===== src/sv/ohp_pkg.sv =====
// ============================================================================
// ohp_pkg: shared types and constants for the opponent hue projection block
// Holds the widths, the register indexes, the state encoding and the
// functions that turn a hue angle into signed blend weights per channel.
// ============================================================================
package ohp_pkg;

    localparam int PIXEL_BITS = 8;
    localparam int IN_W       = 8;
    localparam int HUE_W      = 9;
    localparam int CFG_W      = 17;
    localparam int THR_W      = 17;
    localparam int COEF_W     = 8;
    localparam int TERM_W     = COEF_W + 2;
    localparam int V_W        = PIXEL_BITS + 8;
    localparam int P_W        = PIXEL_BITS + 7;
    localparam int D_W        = P_W + 1;
    localparam int R_W        = D_W + 1;
    localparam int Q_W        = 17;
    localparam int CNT_W      = 5;
    localparam int PROJ_W     = 16;
    localparam int CMP_W      = V_W + 16;
    localparam int FULL_SCALE = 120 * ((1 << PIXEL_BITS) - 1);
    localparam int THR_RESET  = 32768;

    typedef enum logic [0:0] {
        REG_HUE    = 1'b0,
        REG_THRESH = 1'b1
    } t_reg_idx;

    typedef enum logic [2:0] {
        ST_IDLE,
        ST_PROJ,
        ST_LOAD,
        ST_DIV,
        ST_HOLD
    } t_state;

    typedef struct packed {
        logic signed [COEF_W-1:0] cr;
        logic signed [COEF_W-1:0] cg;
        logic signed [COEF_W-1:0] cb;
    } t_coefs;

    function automatic t_coefs hue_blend(input logic [HUE_W-1:0] s);
        t_coefs w;
        w = '0;
        if (s <= 9'd120) begin
            w.cr = COEF_W'(9'd120 - s);
            w.cg = COEF_W'(s);
        end else if (s <= 9'd240) begin
            w.cg = COEF_W'(9'd240 - s);
            w.cb = COEF_W'(s - 9'd120);
        end else begin
            w.cb = COEF_W'(9'd360 - s);
            w.cr = COEF_W'(s - 9'd240);
        end
        return w;
    endfunction

    function automatic t_coefs hue_coefs(input logic [HUE_W-1:0] hue);
        logic [HUE_W-1:0] a;
        logic [HUE_W-1:0] opp;
        t_coefs w;
        t_coefs o;
        t_coefs c;
        a   = (hue > 9'd360) ? 9'd360 : hue;
        opp = (a < 9'd181) ? a + 9'd180 : a - 9'd180;
        w   = hue_blend(a);
        o   = hue_blend(opp);
        c.cr = w.cr - o.cr;
        c.cg = w.cg - o.cg;
        c.cb = w.cb - o.cb;
        return c;
    endfunction

endpackage


===== src/sv/opponent_hue_projection.sv =====
// A word is accepted only in the idle state; the input stalls until the result word
// is loaded into the output register, also while a stalled output holds it back.
// The projection runs bit-serially over the pixel bits, one state loads the
// divider, the radix-2 divider forms the quotient and the idle state takes the next word.
// Synchronous active-low reset sets hue 0, threshold 32768 and clears the
// frame maximum; no clearing pass is needed.
// ============================================================================
// opponent_hue_projection: bit-serial hue projection with frame presence flag
// Projects each pixel onto a hue direction, divides it into a Q1.16 fraction
// of the span from minus to plus the corner peak and flags on frame end whether
// the frame maximum's fraction exceeds the threshold.
// ============================================================================
module opponent_hue_projection (
    input  logic                       i_clk,
    input  logic                       i_rst_n,
    input  logic                       i_cfg_we,
    input  logic                       i_cfg_index,
    input  logic [ohp_pkg::CFG_W-1:0]  i_cfg_data,
    input  logic                       i_valid,
    output logic                       o_stall,
    input  logic [ohp_pkg::IN_W-1:0]   i_red,
    input  logic [ohp_pkg::IN_W-1:0]   i_green,
    input  logic [ohp_pkg::IN_W-1:0]   i_blue,
    input  logic                       i_frame_end,
    output logic                       o_valid,
    input  logic                       i_stall,
    output logic signed [ohp_pkg::PROJ_W-1:0] o_projection,
    output logic [ohp_pkg::Q_W-1:0]    o_fraction,
    output logic                       o_present,
    output logic                       o_last
);
    import ohp_pkg::*;

    t_state                    r_state;
    t_state                    n_state;
    t_coefs                    r_coef;
    logic [THR_W-1:0]          r_thresh;
    logic [P_W-1:0]            r_peak;
    logic [PIXEL_BITS-1:0]     r_red;
    logic [PIXEL_BITS-1:0]     r_green;
    logic [PIXEL_BITS-1:0]     r_blue;
    logic                      r_last;
    logic [CNT_W-1:0]          r_cnt;
    logic signed [V_W-1:0]     r_acc;
    logic signed [V_W-1:0]     r_frame_peak;
    logic signed [V_W-1:0]     r_end_peak;
    logic signed [V_W:0]       r_s;
    logic [CMP_W-1:0]          r_prod;
    logic                      r_pres;
    logic [R_W-1:0]            r_rem;
    logic [Q_W-1:0]            r_quo;
    logic                      r_o_valid;
    logic signed [PROJ_W-1:0]  r_o_proj;
    logic [Q_W-1:0]            r_o_frac;
    logic                      r_o_present;
    logic                      r_o_last;

    logic                      accept;
    logic                      out_free;
    logic                      out_load;
    logic signed [TERM_W-1:0]  term;
    logic [8:0]                pos_sum;
    logic [P_W+1:0]            peak_full;
    logic signed [V_W:0]       peak_ext;
    logic signed [V_W:0]       v_plus;
    logic signed [V_W-1:0]     peak_new;
    logic [D_W-1:0]            divisor;
    logic                      rem_ge;
    logic [R_W-1:0]            rem_sub;
    logic [THR_W-1:0]          thr_inc;

    assign accept   = i_valid && !o_stall;
    assign out_free = !r_o_valid || !i_stall;

    always_comb begin
        o_stall  = (r_state != ST_IDLE);
        out_load = 1'b0;
        unique case (r_state)
            ST_DIV:  out_load = (r_cnt == '0) && out_free;
            ST_HOLD: out_load = out_free;
            default: out_load = 1'b0;
        endcase
    end

    always_comb begin
        n_state = r_state;
        unique case (r_state)
            ST_IDLE: if (accept) n_state = ST_PROJ;
            ST_PROJ: if (r_cnt == '0) n_state = ST_LOAD;
            ST_LOAD: n_state = ST_DIV;
            ST_DIV: begin
                if (r_cnt == '0) n_state = out_free ? ST_IDLE : ST_HOLD;
            end
            ST_HOLD: if (out_free) n_state = ST_IDLE;
            default: n_state = ST_IDLE;
        endcase
    end

    always_comb begin
        term = (r_red[PIXEL_BITS-1]   ? TERM_W'(r_coef.cr) : TERM_W'(0))
             + (r_green[PIXEL_BITS-1] ? TERM_W'(r_coef.cg) : TERM_W'(0))
             + (r_blue[PIXEL_BITS-1]  ? TERM_W'(r_coef.cb) : TERM_W'(0));
        pos_sum = (r_coef.cr[COEF_W-1] ? 9'd0 : 9'(r_coef.cr))
                + (r_coef.cg[COEF_W-1] ? 9'd0 : 9'(r_coef.cg))
                + (r_coef.cb[COEF_W-1] ? 9'd0 : 9'(r_coef.cb));
        peak_full = ((P_W+2)'(pos_sum) << PIXEL_BITS) - (P_W+2)'(pos_sum);
        peak_ext  = (V_W+1)'($signed({1'b0, r_peak}));
        v_plus    = (V_W+1)'(r_acc) + peak_ext;
        peak_new  = (r_acc > r_frame_peak) ? r_acc : r_frame_peak;
        divisor   = {r_peak, 1'b0};
        rem_ge    = (r_rem >= R_W'(divisor));
        rem_sub   = rem_ge ? (r_rem - R_W'(divisor)) : r_rem;
        thr_inc   = r_thresh + THR_W'(1);
    end

    always_ff @(posedge i_clk) begin
        if (!i_rst_n) begin
            r_state      <= ST_IDLE;
            r_coef       <= hue_coefs('0);
            r_thresh     <= THR_W'(THR_RESET);
            r_peak       <= P_W'(FULL_SCALE);
            r_frame_peak <= V_W'(-FULL_SCALE);
            r_o_valid    <= 1'b0;
        end else begin
            r_state <= n_state;
            r_peak  <= P_W'(peak_full);
            if (i_cfg_we) begin
                unique case (i_cfg_index)
                    REG_HUE:    r_coef   <= hue_coefs(i_cfg_data[HUE_W-1:0]);
                    REG_THRESH: r_thresh <= i_cfg_data[THR_W-1:0];
                    default:    r_thresh <= r_thresh;
                endcase
            end
            if (r_state == ST_LOAD) begin
                r_frame_peak <= i_rst_n && r_last ? V_W'(-FULL_SCALE) : peak_new;
            end
            if (out_load) begin
                r_o_valid <= 1'b1;
            end else if (!i_stall) begin
                r_o_valid <= 1'b0;
            end
        end
    end

    always_ff @(posedge i_clk) begin
        r_s    <= (V_W+1)'(r_end_peak) + peak_ext;
        r_prod <= CMP_W'(thr_inc) * CMP_W'(r_peak);
        r_pres <= !r_s[V_W] && !r_thresh[THR_W-1] && (CMP_W'({r_s, 15'd0}) >= r_prod);
        unique case (r_state)
            ST_IDLE: begin
                if (accept) begin
                    r_red   <= PIXEL_BITS'(i_red);
                    r_green <= PIXEL_BITS'(i_green);
                    r_blue  <= PIXEL_BITS'(i_blue);
                    r_last  <= i_frame_end;
                    r_acc   <= '0;
                    r_cnt   <= CNT_W'(PIXEL_BITS - 1);
                end
            end
            ST_PROJ: begin
                r_acc   <= (r_acc <<< 1) + V_W'(term);
                r_red   <= r_red << 1;
                r_green <= r_green << 1;
                r_blue  <= r_blue << 1;
                r_cnt   <= r_cnt - CNT_W'(1);
            end
            ST_LOAD: begin
                r_rem <= R_W'(unsigned'(v_plus));
                r_cnt <= CNT_W'(Q_W - 1);
                if (r_last) begin
                    r_end_peak <= peak_new;
                end
            end
            ST_DIV: begin
                r_quo <= {r_quo[Q_W-2:0], rem_ge};
                r_rem <= rem_sub << 1;
                if (r_cnt != '0) begin
                    r_cnt <= r_cnt - CNT_W'(1);
                end
            end
            default: r_cnt <= r_cnt;
        endcase
        if (out_load) begin
            r_o_proj    <= PROJ_W'(r_acc);
            r_o_frac    <= (r_state == ST_DIV) ? {r_quo[Q_W-2:0], rem_ge} : r_quo;
            r_o_present <= r_last && r_pres;
            r_o_last    <= r_last;
        end
    end

    assign o_valid      = r_o_valid;
    assign o_projection = r_o_proj;
    assign o_fraction   = r_o_frac;
    assign o_present    = r_o_present;
    assign o_last       = r_o_last;

    a_valid_from_div: assert property (@(posedge i_clk) disable iff (!i_rst_n)
        $rose(o_valid) |-> ($past(r_state) == ST_DIV || $past(r_state) == ST_HOLD))
        else $error("result word raised without a finished division");

    a_fraction_range: assert property (@(posedge i_clk) disable iff (!i_rst_n)
        o_valid |-> (o_fraction <= Q_W'(65536)))
        else $error("fraction above one");

    a_present_on_last: assert property (@(posedge i_clk) disable iff (!i_rst_n)
        (o_valid && !o_last) |-> !o_present)
        else $error("presence flagged on a word that does not end a frame");

    a_rem_bound: assert property (@(posedge i_clk) disable iff (!i_rst_n)
        (r_state == ST_DIV && $past(r_state) == ST_DIV)
            |-> (r_rem < (R_W'(divisor) << 1)))
        else $error("divider remainder out of range");

endmodule

===== config.mk =====
export PLATFORM = sky130hd
export DESIGN_NAME = opponent_hue_projection
export DESIGN_NICKNAME = d
export VERILOG_FILES = /design/src/sv/ohp_pkg.sv /design/src/sv/opponent_hue_projection.sv
export SDC_FILE = /design/constraint.sdc
export NUM_CORES = 1
export LEC_CHECK = 0
export BUFFER_PORTS_ARGS = -buffer_cell sky130_fd_sc_hd__buf_2
export CELL_PAD_IN_SITES_DETAIL_PLACEMENT = 1
export CELL_PAD_IN_SITES_GLOBAL_PLACEMENT = 2
export CORE_MARGIN = 5
export CORE_UTILIZATION = 44
export DETAILED_ROUTE_END_ITERATION = 16
export GPL_ROUTABILITY_DRIVEN = 0
export HOLD_SLACK_MARGIN = 0.05
export PLACE_DENSITY = 0.92
export SYNTH_ARGS = -nofsm -noshare
export SYNTH_HDL_FRONTEND = slang
export SYNTH_SLANG_ARGS = --single-unit

===== constraint.sdc =====
create_clock -name i_clk -period 14.9 [get_ports i_clk]
set_clock_uncertainty 0.05 [all_clocks]
set_input_delay 2.98 -clock i_clk [delete_from_list [all_inputs] [get_ports i_clk]]
set_output_delay 2.98 -clock i_clk [all_outputs]
set_load 0.05 [all_outputs]

==> results of run 1 <==
## registers in the layout (all words and copies together) (netlist names), 15 cells and up
| register | cells |
|---|---|
| r_prod | 32 |
| r_coef | 24 |
| o_fraction | 17 |
| r_quo | 17 |
| r_rem | 17 |
| r_s | 17 |
| r_thresh | 17 |
| o_projection | 16 |
| r_acc | 16 |
| r_end_peak | 16 |
| r_frame_peak | 16 |
| r_peak | 15 |
## cell families after synthesis
kind of cell               synth area share [%]
AOI/OAI and AO/OA                          12.0
xor gates and xnor gates                   5.92
adders and majority gates                  30.3
buffers and inverters                      7.18
DFF                                        25.5
muxes                                      1.68
and+or+nand+nor                            17.4
## stage by stage
step	util, %	power, mW
after floorplan	-	3.48
after CTS	48.4	5.14
after global placement	46.7	4.20
after global routing	48.4	5.59
final	48.4	5.10
after detailed placement	46.7	4.36
## worst paths after layout
kind / from / to / slack (ns) / depth (start not counted)
worst max-delay path: i_cfg_data[6] / r_coef[15] / 4.97 / 33
worst min-delay path: r_quo[16] / r_quo[16] / 0.40 / 2
worst max register to register: r_thresh[0] / r_prod[30] / 6.07 / 28
worst min register to register: r_quo[16] / r_quo[16] / 0.40 / 2
## cell usage in the layout (no fill, tap or decap), types with 35 or more instances in the layout
cell type,instances
dfxtp_1,143
nand2b_1,36
nand3_1,39
a21oi_1,150
fa_1,217
nor3_1,35
nand2_1,388
buf_2,84
xor2_1,59
xnor2_1,98
ha_1,250
o21ai_0,73
edfxtp_1,114
nor2_1,218
and2_1,77
a21o_1,47
inv_1,352
## routing by layer
layer  up-vias  routed length, µm  track usage, %
li1       9207                  -               -
met1      9911              30400            30.1
met2       467              35600            41.9
met5         -                  0               0
met3       154               3400            2.84
met4         0               2230            6.83
## worst reg2reg max path, delay by kind of cell (launching register included)
kind / cells / cell delay [ns]
compound gates: 3 / 1.02
xor+xnor: 2 / 0.89
simple gates: 10 / 2.26
buf+inv: 5 / 0.54
fa+ha+maj: 8 / 3.74
flops: 1 / 0.31
## final cells by class
type                    count  area (µm²)  area share, %
well taps                 748         936           3.49
repair buffers            111         623           2.33
clock inverters            13         144          0.537
inverters                 361        1360           5.07
flip-flops and latches    257        6290           23.5
multi-input cells        2041       16600           62.0
clock buffers              43         831           3.10
## power by group through the flow
stage / Combinational (mW) / Clock (mW) / Sequential, mW
floorplan: 2.48 / 0 / 0.993
global placement: 3.14 / 0 / 1.06
detailed placement: 3.30 / 0 / 1.06
CTS: 3.34 / 0.750 / 1.05
global route: 3.75 / 0.777 / 1.06
finish: 3.32 / 0.734 / 1.05
==> results.json, run 1 <==
{
  "dp_slack_ns": 4.56,
  "post_cts_buffers": 0,
  "ctsResizeCount": 0,
  "first_iter_violations": 1078,
  "p_int_mw": 2.69,
  "drive_gt1_share_pct": 7.68,
  "synth-seq-cells": 257,
  "cts_hold_repair.buffers": 0,
  "final.min_clock_period_ns": 9.93,
  "crit_path_end_kind": "flop",
  "fillers": 6571,
  "clk_pin_slew_ns": 0.06,
  "cts.sinks": 257,
  "antenna_found_initial": 0,
  "die_w_um": 247,
  "clockPowerShare_pct": 14.4,
  "synth_edf_count": 114,
  "synthArstFlopShare_pct": 0,
  "hold_viol": 0,
  "syn_avg_cell_area_um2": 8.96,
  "portBuffers": 84,
  "crit_fanout": 12,
  "critPathMaxStageDelay_ns": 0.72,
  "clk_latency_ns": 0.60,
  "rows": 86,
  "cp_common_cell": "ha_1",
  "dieArea_um2": 60800,
  "place_inst": 3518,
  "period_share_pct": 66.6,
  "slowest_stage": "o21ai_1",
  "p_leak_nw": 12.6,
  "ys.flop_type": "dfxtp_1",
  "wl_per_cell_um": 20.1,
  "syn_inst": 2750,
  "p_switching_mw": 2.42,
  "grt_pass1_vias": 21700,
  "initial_utilization_pct": 44.5,
  "via_count": 19700,
  "yosysTopAreaCellShare_pct": 17.6,
  "root_buffer": "clkbuf_16",
  "synth.most_common_cell": "nand2_1",
  "grt_pass1_wl_mm": 115,
  "irDropWorstVdd_uv": 125,
  "power_frac_comb_pct": 65.0,
  "maxSlewHeadroom_pct": 16.1,
  "switching_share_pct": 47.4,
  "synth_largest_area_cell": "fa_1",
  "place_area_um2": 25800,
  "hpwl_mm": 55.8,
  "cts_max_path_buffers": 3,
  "via_per_inst": 5.52,
  "h-tree-depth": 1,
  "dieHeight_um": 247,
  "finalSetupViolCount": 0,
  "critPathBufInv": 4,
  "cp_data_arrival_time_ns": 10.32,
  "status": "completed",
  "grt_max_degree": 43,
  "fin_cells": 3574,
  "criticalPathCategory": "in2reg",
  "drt_first_pass_iters": 5,
  "syn2layout_area_growth_pct": 8.73,
  "cp.required_ns": 15.29,
  "pwr-share-seq_pct": 20.6,
  "worstMarginPinSlew_ns": 1.25,
  "design_area_um2": 26800,
  "clock.fmax_mhz": 101,
  "io_pins": 85,
  "path_delay_family": "compound AO/OA/AOI/OAI gates",
  "hold_slack_ns": 0.403,
  "synth_common_cells": "388 x nand2_1, 352 x inv_1, 250 x ha_1",
  "p_per_area_nw_per_um2": 191,
  "fin_ws_ns": 4.97,
  "min_path_type": "reg2reg",
  "tns_ns": 0,
  "maxSlewViolCount": 0,
  "ys_seq_area_share_pct": 25.5,
  "ys_types": 96,
  "netlist_top_cells_area": "fa_1 18%, edfxtp_1 14%, ha_1 13%, dfxtp_1 12%, nand2_1 5.9%",
  "drt-total-wl_mm": 71.7,
  "synth_warnings": 0,
  "nets": 3317,
  "ant_nets": 0,
  "rsz0062_at_grt": "no",
  "syn_nets": 3265,
  "maxCapViolCount": 0,
  "gr-total-overflow": 0,
  "cts_made_buffers": 30,
  "grtUsageTotal_pct": 23.5,
  "drcViolationCount": 0,
  "antenna_cells": 0,
  "core_um2": 55300,
  "critPathLaunchType": "input port",
  "synth_area_um2": 24600,
  "tritoncts": "yes"
}
Power figures use the tool's default switching activity.
==> inputs of run 2 (changes only) <==
- CORE_UTILIZATION: 44 -> 37
- PLACE_DENSITY: 0.92 -> 0.83
- clock period: 14.9 -> 8.3 ns (I/O delays scaled with it)
==> run 2 against run 1 <==
  * Sequential share of layout area fell by 0.41 points
  * Sequential cell count did not move
  * Hold slack improved by 0.0021 ns
  * Global-route usage fell by 3.3 points
  * Highest routed layer unchanged
  * Final area rose by 1.8%
  * Critical endpoint is now r_prod[31]
==> results.json, run 2 (synthesis results as in run 1) <==
{
  "nets": 3349,
  "rsz0062_at_grt": "no",
  "hpwl_mm": 57.4,
  "critPathLaunchType": "flop",
  "antenna_cells": 0,
  "pwr-share-seq_pct": 20.6,
  "hold_viol": 0,
  "cp_data_arrival_time_ns": 8.21,
  "core_um2": 65900,
  "dieArea_um2": 71800,
  "drive_gt1_share_pct": 9.03,
  "hold_slack_ns": 0.405,
  "p_leak_nw": 12.8,
  "worstMarginPinSlew_ns": 1.07,
  "irDropWorstVdd_uv": 198,
  "status": "completed",
  "reg2reg_depth": 27,
  "portBuffers": 84,
  "hp-start": "r_quo[13]",
  "cts_max_path_buffers": 3,
  "largest_registers": "r_prod x32, r_coef x24",
  "ant_nets": 0,
  "crit_path_end_kind": "flop",
  "switching_share_pct": 47.0,
  "clk_latency_ns": 0.61,
  "tritoncts": "yes",
  "drt_first_pass_iters": 5,
  "crit-reg2reg-launch": "r_thresh[0]",
  "syn2layout_area_growth_pct": 10.7,
  "final_cell_mix": "388 x nand2_1, 352 x inv_1, 250 x ha_1",
  "antenna_found_initial": 0,
  "first_iter_violations": 901,
  "dieHeight_um": 268,
  "top_layer_used": "met4",
  "die_w_um": 268,
  "drt-total-wl_mm": 72.4,
  "dp_slack_ns": 0.184,
  "slowest_stage": "fa_1",
  "fin_util_pct": 41.4,
  "fin_cells": 3722,
  "wl_met2_mm": 35.8,
  "cts.sinks": 257,
  "p_per_area_nw_per_um2": 340,
  "cp_common_cell": "fa_1",
  "hold_depth": 2,
  "dr_wl_met3_mm": 2.46,
  "maxSlewViolCount": 0,
  "layout_commonest_cell": "nand2_1",
  "clockPowerShare_pct": 15.2,
  "crit_fanout": 18,
  "grt_pass1_wl_mm": 117,
  "fin_ws_ns": 0.540,
  "via_count": 19600,
  "wl_per_cell_um": 19.5,
  "critPathMaxStageDelay_ns": 0.55,
  "clk_pin_slew_ns": 0.07,
  "h-tree-depth": 1,
  "grt_max_degree": 43,
  "finalSetupViolCount": 0,
  "rows": 94,
  "cts_made_buffers": 31,
  "timing.rr.end": "r_prod[31]",
  "r2r_setup_slack_ns": 0.54,
  "criticalPathCategory": "reg2reg",
  "fillers": 7799,
  "cts_hold_repair.buffers": 0,
  "largest_reg_flops": 32,
  "via_per_inst": 5.25,
  "p_switching_mw": 4.35,
  "period_share_pct": 93.5,
  "place_inst": 3665,
  "drt-met1-wl_mm": 32.6,
  "grtUsageTotal_pct": 20.2,
  "root_buffer": "clkbuf_16",
  "final.min_clock_period_ns": 7.76,
  "io_pins": 85,
  "drcViolationCount": 0,
  "power_frac_comb_pct": 64.2,
  "regMostFlops": "r_prod",
  "maxSlewHeadroom_pct": 28.2,
  "gr-total-overflow": 0,
  "min_path_type": "reg2reg",
  "maxCapViolCount": 0,
  "grt_pass1_vias": 21700,
  "tns_ns": 0,
  "cp.required_ns": 8.75,
  "initial_utilization_pct": 37.4,
  "min_to": "r_quo[14]",
  "clock.fmax_mhz": 129,
  "p_int_mw": 4.91
}
-- run 2: per-layer routing --
metal  vias up  GRT usage, %
met2       296          35.8
met3        92          2.51
li1       9264             -
met5         -             0
met1      9905          26.6
met4         0          4.32
-- run 2: worst max-delay path by stage --
stage | start | end | cells after the start
after global placement | i_cfg_data[6] | r_coef[15] | 32
after floorplan | i_cfg_data[7] | r_coef[15] | 35
final | r_thresh[0] | r_prod[31] | 27
after global routing | r_thresh[0] | r_prod[31] | 30
after CTS | r_thresh[1] | r_prod[31] | 27
after detailed placement | i_cfg_data[6] | r_coef[15] | 32
-- run 2: cell type report --
cell class,count,area (µm²),share of cell area (%)
tap,864,1080,3.97
inverter,361,1360,4.98
multi-input combinational,2041,16600,60.9
sequential,257,6290,23.1
clock buffer,44,948,3.48
clock inverter,13,118,0.431
timing repair buffer,142,856,3.14
-- run 2: worst max-delay path, delay by kind of cell, from the launching register on --
kind | cells | cell delay, ns
compound gates | 4 | 1.08
xor+xnor | 1 | 0.14
buf+inv | 6 | 0.67
flops | 1 | 0.34
fa+ha+maj | 7 | 3.46
simple gates | 9 | 1.91
-- run 2: per-stage QoR --
step | total power [mW] | area [µm²]
CTS | 9.35 | 27300
detailed placement | 7.84 | 26200
finish | 9.26 | 27300
floorplan | 6.24 | 24600
global placement | 7.64 | 26200
global route | 10.2 | 27300
-- run 2: power by group through the flow --
| stage | clock network, mW | registers [mW] | logic, mW |
|---|---|---|---|
| 2_1_floorplan | 0 | 1.78 | 4.46 |
| 3_3_place_gp | 0 | 1.92 | 5.72 |
| 3_5_place_dp | 0 | 1.93 | 5.92 |
| 4_1_cts | 1.45 | 1.90 | 6.00 |
| 5_1_grt | 1.50 | 1.93 | 6.76 |
| 6_report | 1.41 | 1.90 | 5.95 |
-- run 2: repair_timing --
| action | CTS | global route |
|---|---|---|
| setup endpoints to repair | 0 | 2 |
| setup buffers | 0 | 0 |
| resized for setup | 0 | 1 |
